`src/rtl/core/cfs_ram.sv`:
```
// Simple dual-port synchronous RAM, one write and one registered read port.
// Generic; no package dependencies.
module cfs_ram #(
    parameter int unsigned WIDTH = 8,
    parameter int unsigned DEPTH = 16,
    localparam int unsigned AW   = $clog2(DEPTH)
) (
    input  logic             i_clk,
    input  logic             i_we,
    input  logic [AW-1:0]    i_waddr,
    input  logic [WIDTH-1:0] i_wdata,
    input  logic             i_re,
    input  logic [AW-1:0]    i_raddr,
    output logic [WIDTH-1:0] o_rdata
);

    logic [WIDTH-1:0] r_mem [DEPTH];
    logic [WIDTH-1:0] r_rdata;

    // Write port
    always_ff @(posedge i_clk) begin
        if (i_we) begin
            r_mem[i_waddr] <= i_wdata;
        end
    end

    // Registered read port
    always_ff @(posedge i_clk) begin
        if (i_re) begin
            r_rdata <= r_mem[i_raddr];
        end
    end

    assign o_rdata = r_rdata;

endmodule

```
`config.mk`:
```
export PLATFORM = sky130hd
export DESIGN_NAME = cfs_ram
export DESIGN_NICKNAME = d
export VERILOG_FILES = /design/src/rtl/core/cfs_ram.sv
export SDC_FILE = /design/constraint.sdc
export NUM_CORES = 1
export LEC_CHECK = 0
export BUFFER_PORTS_ARGS = -buffer_cell sky130_fd_sc_hd__clkbuf_2
export CAP_MARGIN = 20
export CORE_ASPECT_RATIO = 0.6
export CORE_MARGIN = 10
export CORE_UTILIZATION = 51
export CTS_BUF_LIST = sky130_fd_sc_hd__clkbuf_16
export DETAILED_ROUTE_END_ITERATION = 8
export PLACE_DENSITY = 0.72
export SYNTH_ARGS = -nofsm -noshare
export SYNTH_HDL_FRONTEND = slang
export SYNTH_SLANG_ARGS = --single-unit
export TNS_END_PERCENT = 10
```
`constraint.sdc`:
```
create_clock -name i_clk -period 2.5 [get_ports i_clk]
set_input_delay 0.125 -clock i_clk [delete_from_list [all_inputs] [get_ports i_clk]]
set_output_delay 0.125 -clock i_clk [all_outputs]
set_load 0.05 [all_outputs]
```
# Yosys cells after proc, flatten, opt, wreduce, memory -nomap -nowiden
# Memory sizes are Yosys's and may differ from the RTL's. A register that Yosys moved wholly into a read port is not among the register bits.
# Index checks and enable logic that the tools add are counted.
dict set report totals {
  n_memories 1
  ram_bits 128
  latch_bits 0
  romBits 0
  input_bits 19
  elab_cells 3
  register_bits 0
  out_inout_bits 8
}
dict set report classes {
  n_bitwise 0
  n_mux 2
  n_div 0
  n_reduce_logical 0
  n_shift 0
  add_sub_neg 0
  mul 0
  n_eq_ne 0
  order_cmp 0
}
# memory depth word_bits read_ports rd_clocked_by_memory_dff wr line_no
set memory_table {}
lappend memory_table {r_mem 16 8 1 1 1 17} ;# logic [WIDTH-1:0] r_mem [DEPTH];
# cell n
set ops {}
lappend ops {{1-bit 2-to-1 mux} 2}

# Longest topological paths before layout
dict set report logic_depth {
  ltp_word 2
  depth_mapped 5
  depth_no_buf 3
}

# Least setup slack after synthesis
# OpenSTA, ideal clock, no wires.
dict set report synth_path {
  path_kind {in2reg}
  startpoint {in i_waddr[2]}
  endpoint {mem r_mem[0][0], enable pin}
  path_buffers 0
  setup_slack_ns 0.882
  setup_ns 0.383
  cell_stages 2
  arrival_ns 1.235
  path_cell_list {or3b_2 nor3_1}
}
# element line_no
set synth_rtl {}
lappend synth_rtl {{start, declared} 10} ;# input logic [AW-1:0] i_waddr,
lappend synth_rtl {{end, declared} 17}
# No word-level cell before the write port.

==> results.yml <==
global_route:
  grt_max_degree: 33
  grt_pass1_vias: 2629
  overflow: 0
  track_usage_pct: 14.6
  grt_pass1_wl_mm: 15.6
  grt_antenna_before_repair: 0
power:
  pwr-share-seq_pct: 49.4
  ir_worst_vdd_v: 0.000574
  p_sw_mw: 1.04
  p_leak_nw: 2.08
  switching_share_pct: 19.8
  p_clk_share_pct: 45.5
  p_per_area_nw_per_um2: 852
  comb_power_share_pct: 5.1
  intPower_mw: 4.20
routing:
  dr.pass1.iters: 5
  drc: 0
  drt-initial-drc-count: 224
  vias: 2562
  wl_per_cell_um: 23.9
  ant_nets: 0
  routed_wirelength_mm: 10.2
  via_per_inst: 6.01
clock_tree:
  numCtsBuffers: 17
  cts.sinks: 136
  cts_tree: "built"
  cts-resized-gates: 0
  cts_setup_buffers: 0
  ctsRootBufferMaster: "clkbuf_16"
  clock_latency_ns: 0.41
  htree_levels: 4
  clock_path_buffers: 2
  cts-hold-fix-buffers: 0
  clk_pin_slew_ns: 0.06
finish:
  register_area_sq_um: 4080
  nets: 299
  drive_gt1_share_pct: 29.6
  fin_util_pct: 62.0
  fillCellCount: 673
  area_delta_synth_final_pct: 17.6
  final_cells: 426
  n_antenna_cell: 0
  multiInputGateArea_sq_um: 1060
synthesis:
  synthCells: 229
  yosys_warnings: 0
  async_flop_share_pct: 0
  syn_avg_cell_area_sq_um: 22.8
  syn_nets: 248
  synth_area_sq_um: 5230
  synth.most_common_cell: "edfxtp_1"
  netlist_top_cells_count: "edfxtp_1, mux4_2, a22oi_1"
  synth-seq-area-share_pct: 78.1
  synth_flop_cell: "edfxtp_1"
  yosys.area.top_type: "edfxtp_1"
  synth-edff-count: 136
  yosysTopAreaCellShare_pct: 78.1
  yosys-top-cells-area: "edfxtp_1, mux4_2, mux4_1"
  ys_ff_latch: 136
  yosysUniqueCellTypes: 18
timing:
  fin_setup_tns_ns: 0
  setup_viol: 0
  drv_slew: 0
  hold_viol: 0
  max_freq_mhz: 684
  skew_ns: 0.00620
  period_minus_slack_ns: 1.46
  whs_ns: 0.132
  grt_setup_unrepaired: "no"
  min_period_over_period_pct: 58.5
  tightest_slew_ns: 0.888
  slew_headroom_pct: 40.6
place:
  place_hpwl_mm: 6.67
  routabilityCongestion: 0.755
  placed_cells: 396
  port_buffers: 26
setup_path:
  slowest_stage: "mux4_1"
  cp-end-kind: "flip-flop"
  cp-start-kind: "flip-flop"
  worst-path-buf-inv: 0
  crit_path_cell_trace: "mux4_1, a22oi_1, nand2_1"
  critPathKind: "flip-flop to flip-flop"
  arrival_ns: 1.62
  critical_path.max_fanout: 1
  crit_path_max_incr_delay_ns: 0.54
  crit_family: "multiplexers"
  critPathRequiredTime_ns: 2.65
die:
  pin_count: 27
  die_y_um: 98.4
  die-area_sq_um: 14800
  coreArea_sq_um: 9910
  die_w_um: 151
  start_util_pct: 52.7
  rows: 28
flow_run:
  maxCapViolCount: 0
outcome:
  outcome: "finished, final reports clean"
hold_path:
  hold_class: "input pin to flip-flop"
cells in the final DEF (no fill, tap or decap), types with 3 or more instances in the layout:
| master | Yosys | final |
|---|---|---|
| clkinv_1 | 0 | 4 |
| edfxtp_1 | 136 | 136 |
| mux4_2 | 18 | 18 |
| bufinv_16 | 0 | 3 |
| buf_4 | 1 | 14 |
| nor3_1 | 4 | 4 |
| mux4_1 | 14 | 14 |
| clkinv_2 | 0 | 3 |
| nor2_1 | 13 | 13 |
| a22oi_1 | 16 | 16 |
| nand2_1 | 9 | 9 |
| clkbuf_2 | 0 | 26 |
| clkbuf_16 | 0 | 17 |
layout make-up:
class                           instances  share of cell area (%)
Timing Repair Buffer                   42                    4.48
Tap cell                              135                    2.75
Clock inverter                         13                    2.26
Sequential cell                       136                    66.4
Clock buffer                           17                    6.92
Multi-Input combinational cell         83                    17.2
per-stage QoR:
stage          setup slack, ns  total power, mW  instance area [sq um]
2_1_floorplan            0.882             2.80                   5230
3_3_place_gp             0.867             2.89                   5590
3_5_place_dp             0.851             2.91                   5590
4_1_cts                   1.04             5.27                   6150
5_1_grt                  0.932             5.38                   6150
6_report                  1.04             5.24                   6150
sequential cells by signal, indices dropped and copies added (netlist names):
name / flops
o_rdata: 8
r_mem: 128
path summary, 6_finish.rpt:
path                         startpoint                   end  slack [ns]  cells past startpoint
setup / recovery  r_mem[9][3]$_DFFE_PP_  o_rdata[3]$_DFFE_PP_        1.04                      3
hold / removal                     i_re  o_rdata[2]$_DFFE_PP_        0.13                      1
setup reg to reg  r_mem[9][3]$_DFFE_PP_  o_rdata[3]$_DFFE_PP_        1.04                      3
hold reg to reg   r_mem[7][0]$_DFFE_PP_  o_rdata[0]$_DFFE_PP_        0.75                      3
cell families after synthesis:
family          after synthesis  share of synthesized area [%]
flops                       136                           78.1
compound gates               16                           2.30
mux                          32                           14.8
buf+inv                      10                           1.65
simple gates                 35                           3.14
power by group through the flow:
stage	Sequential (mW)	Combinational (mW)	Clock [mW]
finish	2.59	0.269	2.38
global route	2.59	0.289	2.50
CTS	2.59	0.273	2.41
detailed placement	2.63	0.272	0
global placement	2.63	0.264	0
floorplan	2.67	0.130	0
layer usage:
| metal | share of wire [%] | global-route usage, % | vias to the layer above |
|---|---|---|---|
| met5 | 0 | 0 | - |
| met4 | 1.3 | 4.94 | 0 |
| met3 | 9.8 | 5.57 | 12 |
| met2 | 45 | 20.3 | 138 |
| met1 | 44 | 20.7 | 1327 |
| li1 | - | - | 1085 |
(Power assumes the default switching activity.)
