File: config.mk
export PLATFORM = sky130hd
export DESIGN_NAME = cfs_div
export DESIGN_NICKNAME = d
export VERILOG_FILES = /design/src/rtl/core/cfs_pkg.sv /design/src/rtl/core/cfs_div.sv
export SDC_FILE = /design/constraint.sdc
export NUM_CORES = 1
export LEC_CHECK = 0
export BUFFER_PORTS_ARGS = -buffer_cell sky130_fd_sc_hd__buf_2
export CAP_MARGIN = 10
export CORE_AREA = 2 2 73 128
export CTS_CLUSTER_SIZE = 8
export DETAILED_ROUTE_END_ITERATION = 8
export DIE_AREA = 0 0 75 130
export PLACE_DENSITY_LB_ADDON = 0.3
export SLEW_MARGIN = 20
export SYNTH_ARGS = -nofsm -noshare
export SYNTH_HDL_FRONTEND = slang
export SYNTH_SLANG_ARGS = --single-unit
export TNS_END_PERCENT = 20
File: constraint.sdc
create_clock -name i_clk -period 2.55 [get_ports i_clk]
set_input_delay 0.3825 -clock i_clk [delete_from_list [all_inputs] [get_ports i_clk]]
set_output_delay 0.3825 -clock i_clk [all_outputs]
set_load 0.1 [all_outputs]
File: src/rtl/core/cfs_pkg.sv
// Shared constants, types and codes for the flow size sampler core.
// No dependencies; imported by every module of the block but cfs_ram.
package cfs_pkg;

    // Table geometry
    localparam int unsigned TABLE_DEPTH = 64;
    localparam int unsigned ADDR_W      = $clog2(TABLE_DEPTH);
    localparam int unsigned CNT_W       = $clog2(TABLE_DEPTH + 1);

    // Field widths
    localparam int unsigned IDX_W  = 6;
    localparam int unsigned PROB_W = 17;
    localparam int unsigned SIZE_W = 32;
    localparam int unsigned LEN_W  = 7;
    localparam int unsigned PROD_W = PROB_W + SIZE_W;
    localparam int unsigned ENTRY_W = PROB_W + SIZE_W;

    // Stream widths
    localparam int unsigned S_TDATA_W = 72;
    localparam int unsigned M_TDATA_W = 32;

    // Configuration port
    localparam int unsigned CFG_IDX_W  = 1;
    localparam int unsigned CFG_DATA_W = 32;
    localparam logic [CFG_IDX_W-1:0] CFG_TABLE_LENGTH = 1'd0;
    localparam logic [CFG_IDX_W-1:0] CFG_FALLBACK     = 1'd1;

    // Constants
    localparam logic [PROB_W-1:0] PROB_ONE       = 17'h10000;
    localparam logic [SIZE_W-1:0] FALLBACK_RESET = 32'd50;

    // Request kinds
    localparam logic OP_WRITE = 1'b0;
    localparam logic OP_DRAW  = 1'b1;

    // Divider request and response
    typedef struct packed {
        logic              start;
        logic [PROD_W-1:0] dividend;
        logic [PROB_W-1:0] divisor;
    } t_div_req;

    typedef struct packed {
        logic              done;
        logic [SIZE_W-1:0] quotient;
    } t_div_rsp;

endpackage

File: src/rtl/core/cfs_div.sv
// Restoring divider, one quotient bit per cycle, for the interpolation step.
// Depends on cfs_pkg for widths and the request/response structs.
module cfs_div
    import cfs_pkg::*;
(
    input  logic     i_clk,
    input  logic     i_rst_n,
    input  t_div_req i_req,
    output t_div_rsp o_rsp
);

    localparam int unsigned STEP_W = $clog2(SIZE_W);

    logic              r_busy;
    logic              r_done;
    logic [STEP_W-1:0] r_cnt;
    logic [PROB_W-1:0] r_rem;
    logic [PROB_W-1:0] r_den;
    logic [SIZE_W-1:0] r_q;

    logic [PROB_W:0]   trial;
    logic              ge;
    logic [PROB_W:0]   diff;

    // Shift the next dividend bit into the partial remainder and compare
    always_comb begin
        trial = {r_rem, r_q[SIZE_W-1]};
        ge    = (trial >= {1'b0, r_den});
        diff  = trial - {1'b0, r_den};
    end

    // Control: start, step count, done pulse
    always_ff @(posedge i_clk) begin
        if (!i_rst_n) begin
            r_busy <= 1'b0;
            r_done <= 1'b0;
            r_cnt  <= '0;
        end else begin
            r_done <= 1'b0;
            if (i_req.start) begin
                r_busy <= 1'b1;
                r_cnt  <= '0;
            end else if (r_busy) begin
                r_cnt <= r_cnt + 1'b1;
                if (r_cnt == STEP_W'(SIZE_W - 1)) begin
                    r_busy <= 1'b0;
                    r_done <= 1'b1;
                end
            end
        end
    end

    // Datapath: high dividend bits seed the remainder, low bits become quotient
    always_ff @(posedge i_clk) begin
        if (i_req.start) begin
            r_rem <= i_req.dividend[PROD_W-1:SIZE_W];
            r_q   <= i_req.dividend[SIZE_W-1:0];
            r_den <= i_req.divisor;
        end else if (r_busy) begin
            r_rem <= ge ? diff[PROB_W-1:0] : trial[PROB_W-1:0];
            r_q   <= {r_q[SIZE_W-2:0], ge};
        end
    end

    assign o_rsp.done     = r_done;
    assign o_rsp.quotient = r_q;

endmodule

# == Yosys cells after proc, flatten, opt, wreduce, memory -nomap -nowiden ==
# Cells that the tools add are included.
# totals
ff_bits,73
word_cells,24
output_inout_bits,33
# op_classes
addsub,2
n_lt_le_gt_ge,1
eq_ne,1
n_reduce_logical,3
n_bitwise,2
n_mux,9
# ops
operator,count
$mux W32,2
$mux W17,3
$ge A18 B17 Y1,1
$sub A17 B17 Y17,1
$add A5 B1 Y5 const B,1
$eq A5 B5 Y1 const B,1
$mux W1,4
$reduce_or A3 Y1,1
$not A1 Y1,2
$reduce_bool A2 Y1,1
$reduce_or A2 Y1,1

# == Longest topological paths before layout ==
# logic_depth
word_depth,4
mapped_depth,11
mapped_depth_nobuf,10

# == Worst setup path before layout ==
# Ideal clock, no wire load.
# synth_timing
path_type,register to register
startpoint,register r_q[31]
endpoint,register r_rem[13] (data pin)
period_less_slack_ps,3094
setup_ps,261
required_ps,2289
t_arrival_ps,2833
path_stages_with_launch,12
path_slack_ps,-544
path_cell_list,edfxtp_1 -> inv_1 -> ha_1 -> inv_1 -> fa_1 -> a211oi_2 -> o21ai_4 -> o2111ai_4 -> a31o_1 -> buf_6 -> nor2_1 -> a221o_1
# synth_via
elab_chain_len,4
word_cells_on_any_way,5
classes_between,add/sub: 1; order compare: 1; mux: 3
# synth_rtl
item,line_no,text
start: declaration,cfs_div.sv:19,logic [SIZE_W-1:0] r_q;
start signal: assignment,cfs_div.sv:57,r_q <= i_req.dividend[SIZE_W-1:0];
start signal: assignment,cfs_div.sv:61,"r_q <= {r_q[SIZE_W-2:0], ge};"
$sub A17 B17 Y17 or $ge A18 B17 Y1 (tied branches),"cfs_div.sv:29, cfs_div.sv:28",
$mux W17 (*),cfs_div.sv:60,r_rem <= ge ? diff[PROB_W-1:0] : trial[PROB_W-1:0];
$mux W17 (*),cfs_div.sv:59,end else if (r_busy) begin
$mux W17 (*),cfs_div.sv:55,if (i_req.start) begin
end signal: assignment,cfs_div.sv:56,r_rem <= i_req.dividend[PROD_W-1:SIZE_W];
end signal: assignment,cfs_div.sv:60,
end: declaration,cfs_div.sv:17,logic [PROB_W-1:0] r_rem;
# Mark *: on every way between the ends. The rest lies on a longest branch, timed or not. The select of a mux whose other input is x is not followed.
# A chain may end at the register's enable or synchronous reset.

# == Worst setup path after layout ==
# layout_timing
startpoint,register r_q[31]
endpoint,register r_rem[1] (data pin)
# The elaborated chain is that of the path after synthesis.

==> reports/results.md <==
| Quantity | Reported |
| --- | --- |
| Data arrival at the endpoint of the critical path | 2.64 ns |
| Pre-CTS setup slack | -0.207 ns |
| Effective utilization at floorplan | 46.6% |
| Post-synth EDFFs | 66 |
| Power, Total | 0.00538 W |
| Ant diodes | 0 |
| Cts bufs inserted | 9 |
| Met1 WL | 3.48 mm |
| Area fraction in and, or, nand and nor cells after synthesis | 9.49% |
| Register bit count reported by yosys | 73 |
| Instance area at placement | 4990 sq um |
| Average instance area after synthesis | 12.0 sq um |
| Buffering stage count on the worst path with inverters included | 3 |
| Worst-case hold slack | 0.222 ns |
| Synth area leader | edfxtp_1 |
| GRT Total Usage | 21.7% |
| Worst setup path category | reg -> reg |
| Worst min path class | in -> reg |
| Post-route cell area | 5360 sq um |
| Dominant combinational cell family by area after synthesis | compound AO/OA/AOI/OAI gates |
| Number of antenna violations at the first check in global routing | 0 |
| Placement row count | 46 |
| DR iter-0 viols | 158 |
| Slew @ Worst Pin | 0.682 ns |
| Static leakage power | 2.32 nW |
| Largest net degree at the start of global routing | 39 |
| Global-route wire length before repair | 15.8 mm |
| Combined area of all synthesized cells | 4100 sq um |
| Worst-case clock buffer depth | 2 |
| Violated checks | negative setup slack |
| Primary flip-flop cell chosen by synthesis mapping | edfxtp_1 |
| Pwr/cell area | 1000 nW/um^2 |
| Core area | 8810 sq um |
| Worst clock skew on the final layout | 0.00500 ns |
| Detailed-route via count | 3217 |
| Number of pins with negative max-slew slack in the final report | 0 |
| Data required, critical path | 2.61 ns |
| CTS hold repair buffers | 0 |
| TritonCTS clock tree | built |
| Run status | complete, but fails checks |
| CTS sink count | 73 |
| Routability congestion estimate from global placement | 0.876 |
| Unrepaired setup endpoints after global routing | yes |
| Die span in x | 75 um |
| Yosys synthesis warning count | 0 |
| Ratio of cells with drive above 1 in the final layout | 44.7% |
| Cell types with the highest counts after synthesis | edfxtp_1, mux2_2, nand2_1 |
| Vertical die dimension | 130 um |
| Slowest cell on the critical path | edfxtp_1 |
| Count of filler cells inserted in the layout | 733 |
| Area fraction in compound gates after synthesis | 14.5% |
| Global route total overflow | 0 |
| Max-cap check violation count | 0 |
| Delay contributed by the slowest stage of the critical path | 0.38 ns |
| Total Die Area | 9750 sq um |
| Crit path launch type | flip-flop |
| Count of distinct cell types in the synthesized netlist | 57 |
| Count of H-tree levels built during CTS | 3 |
| Min cycle time layout | 2.58 ns |
| Most used standard cell by instance count after synthesis | edfxtp_1 |
| Count of boundary I/O pins | 102 |
| Fmax | 388 MHz |
| CP delay by family, top | compound AO/OA/AOI/OAI gates |
| Least setup slack across all paths after layout | -0.0305 ns |
| Via count of the first global-routing pass | 3360 |
| Xor/xnor share of the synthesized area | 2.99% |
| Worst Setup End Kind | flip-flop |
| Footprint of the multi-input gates | 1870 sq um |
| Sum of routed wire length over all layers | 9.62 mm |
| Peak supply drop | 621 uV |
| Largest fanout on the critical path | 8 |
| Tcrit/Tclk final | 101% |
| Routed length on met2 | 5.19 mm |
| DR WL/cell | 15.9 um |
| Fraction of synthesized area in multiplexers | 10.5% |
| Clock Latency Late Sink | 0.33 ns |
| Synthesized instance count | 343 |
| Most area-consuming cells after synthesis | edfxtp_1, mux2_2, ha_1 |
| Clock root buffer | clkbuf_16 |
| HPWL reported at the end of detailed placement | 7.34 mm |
| CP cell instances | inv_1 -> ha_2 -> inv_2 -> fa_2 -> a211oi_4 -> o21ai_4 -> o2111ai_4 -> a31o_4 -> buf_4 -> mux2i_1 -> o21ai_0 |
| Area Growth Syn to Fin | 30.8% |
| Number of failing hold endpoints at the final stage | 0 |
| Share of async-settable or async-resettable flops after synthesis | 0% |
| Setup Total Neg Slack | -0.0487 ns |
| Final count of negative-setup-slack endpoints | 2 |
| Register area | 2120 sq um |
| Remaining number of nets flagged by the antenna check after routing | 0 |
| Fin nets | 570 |
| Input/output buffers | 101 |
| Seq/Total Area, Yosys | 51.8% |
| Highest metal layer with signal wires | met4 |
| Avg Vias per Cell | 5.31 |
| Synthesized netlist net count | 432 |
| Clock transition at path regs | 0.06 ns |
| First-pass detailed-route iteration total | 4 |
| Relative slew slack | 54.5% |
| Area share of the leading cell type in the synthesized netlist | 48.3% |
| Post-synthesis share of cell area spent on full adders, half adders and majority gates | 6.29% |
| Routed length on met3 | 584 um |
| Remaining design rule violation count | 0 |
## through the flow
step | util (%) | cells
after floorplan | - | 343
final | 60.9 | 606
after global routing | 60.9 | 606
after detailed placement | 56.6 | 588
after CTS | 60.3 | 605
after global placement | 56.6 | 588
## sequential cells by signal, indices dropped and copies added (netlist names)
name    cells
r_rem      17
r_done      1
r_cnt       5
r_den      17
r_busy      1
r_q        32
## path summary, 6_finish.rpt
check / from / endpoint / slack (ns) / cells past startpoint
worst max-delay path: r_q[31] / r_rem[1] / -0.03 / 11
worst min register to register: r_cnt[4] / r_cnt[4] / 0.50 / 2
worst max register to register: r_q[31] / r_rem[1] / -0.03 / 11
worst min-delay path: i_req[1] / r_den[1] / 0.22 / 1
## per-layer routing
metal / vias up / GRT usage, %
li1: 1561 / -
met1: 1512 / 23.1
met2: 119 / 38.4
met3: 25 / 5.41
met4: 0 / 11.3
met5: - / 0
## area by class of cell
class | instances | share of cell area [%]
clock buffers | 12 | 4.41
inverters | 23 | 1.61
multi-input cells | 231 | 34.9
clock inverters | 4 | 0.817
flip-flops and latches | 73 | 39.6
repair buffers | 143 | 15.8
well taps | 120 | 2.80
## where the power goes
| group | switching [W] | leakage, nW | internal, W |
|---|---|---|---|
| registers | 0.000101 | 0.717 | 0.00155 |
| clock network | 0.000454 | 0.138 | 0.000751 |
| logic | 0.00150 | 1.46 | 0.00103 |
| total | 0.00205 | 2.32 | 0.00333 |
## kinds of logic after synthesis
kind of cell	after synthesis
mux	39
simple gates	81
buf+inv	39
flops	73
xor+xnor	14
compound gates	77
fa+ha+maj	20
## cells in the final DEF, fill, tap and decap left out, types with 3 or more instances in the layout
cell type / Yosys / layout
and3_1: 4 / 4
buf_4: 2 / 39
nand3_1: 6 / 6
o211ai_1: 8 / 8
nor2_1: 19 / 19
dfxtp_1: 7 / 7
a21oi_1: 19 / 18
mux2i_1: 8 / 8
nor3_2: 1 / 4
clkbuf_1: 6 / 3
nor3_1: 7 / 4
o21ai_0: 17 / 17
xor2_1: 5 / 5
clkbuf_16: 0 / 9
mux2_2: 31 / 31
a21o_1: 3 / 3
nand4_1: 3 / 3
inv_1: 23 / 22
ha_1: 19 / 17
nand2b_1: 4 / 4
edfxtp_1: 66 / 66
buf_2: 1 / 101
xnor2_1: 9 / 9
nand2_1: 25 / 25
## worst register-to-register path: stages, from the launching register on
cell and delay (ns):
edfxtp_1 0.38, inv_1 0.08, ha_2 0.17, inv_2 0.04
fa_2 0.37, a211oi_4 0.26, o21ai_4 0.09, o2111ai_4 0.26
a31o_4 0.28, buf_4 0.13, mux2i_1 0.17, o21ai_0 0.09
## timing repair
item,in CTS,in global routing
pin swaps,1,2
setup endpoints to repair,9,18
resized for setup,6,9
setup buffers,1,1
(Power assumes the default switching activity.)
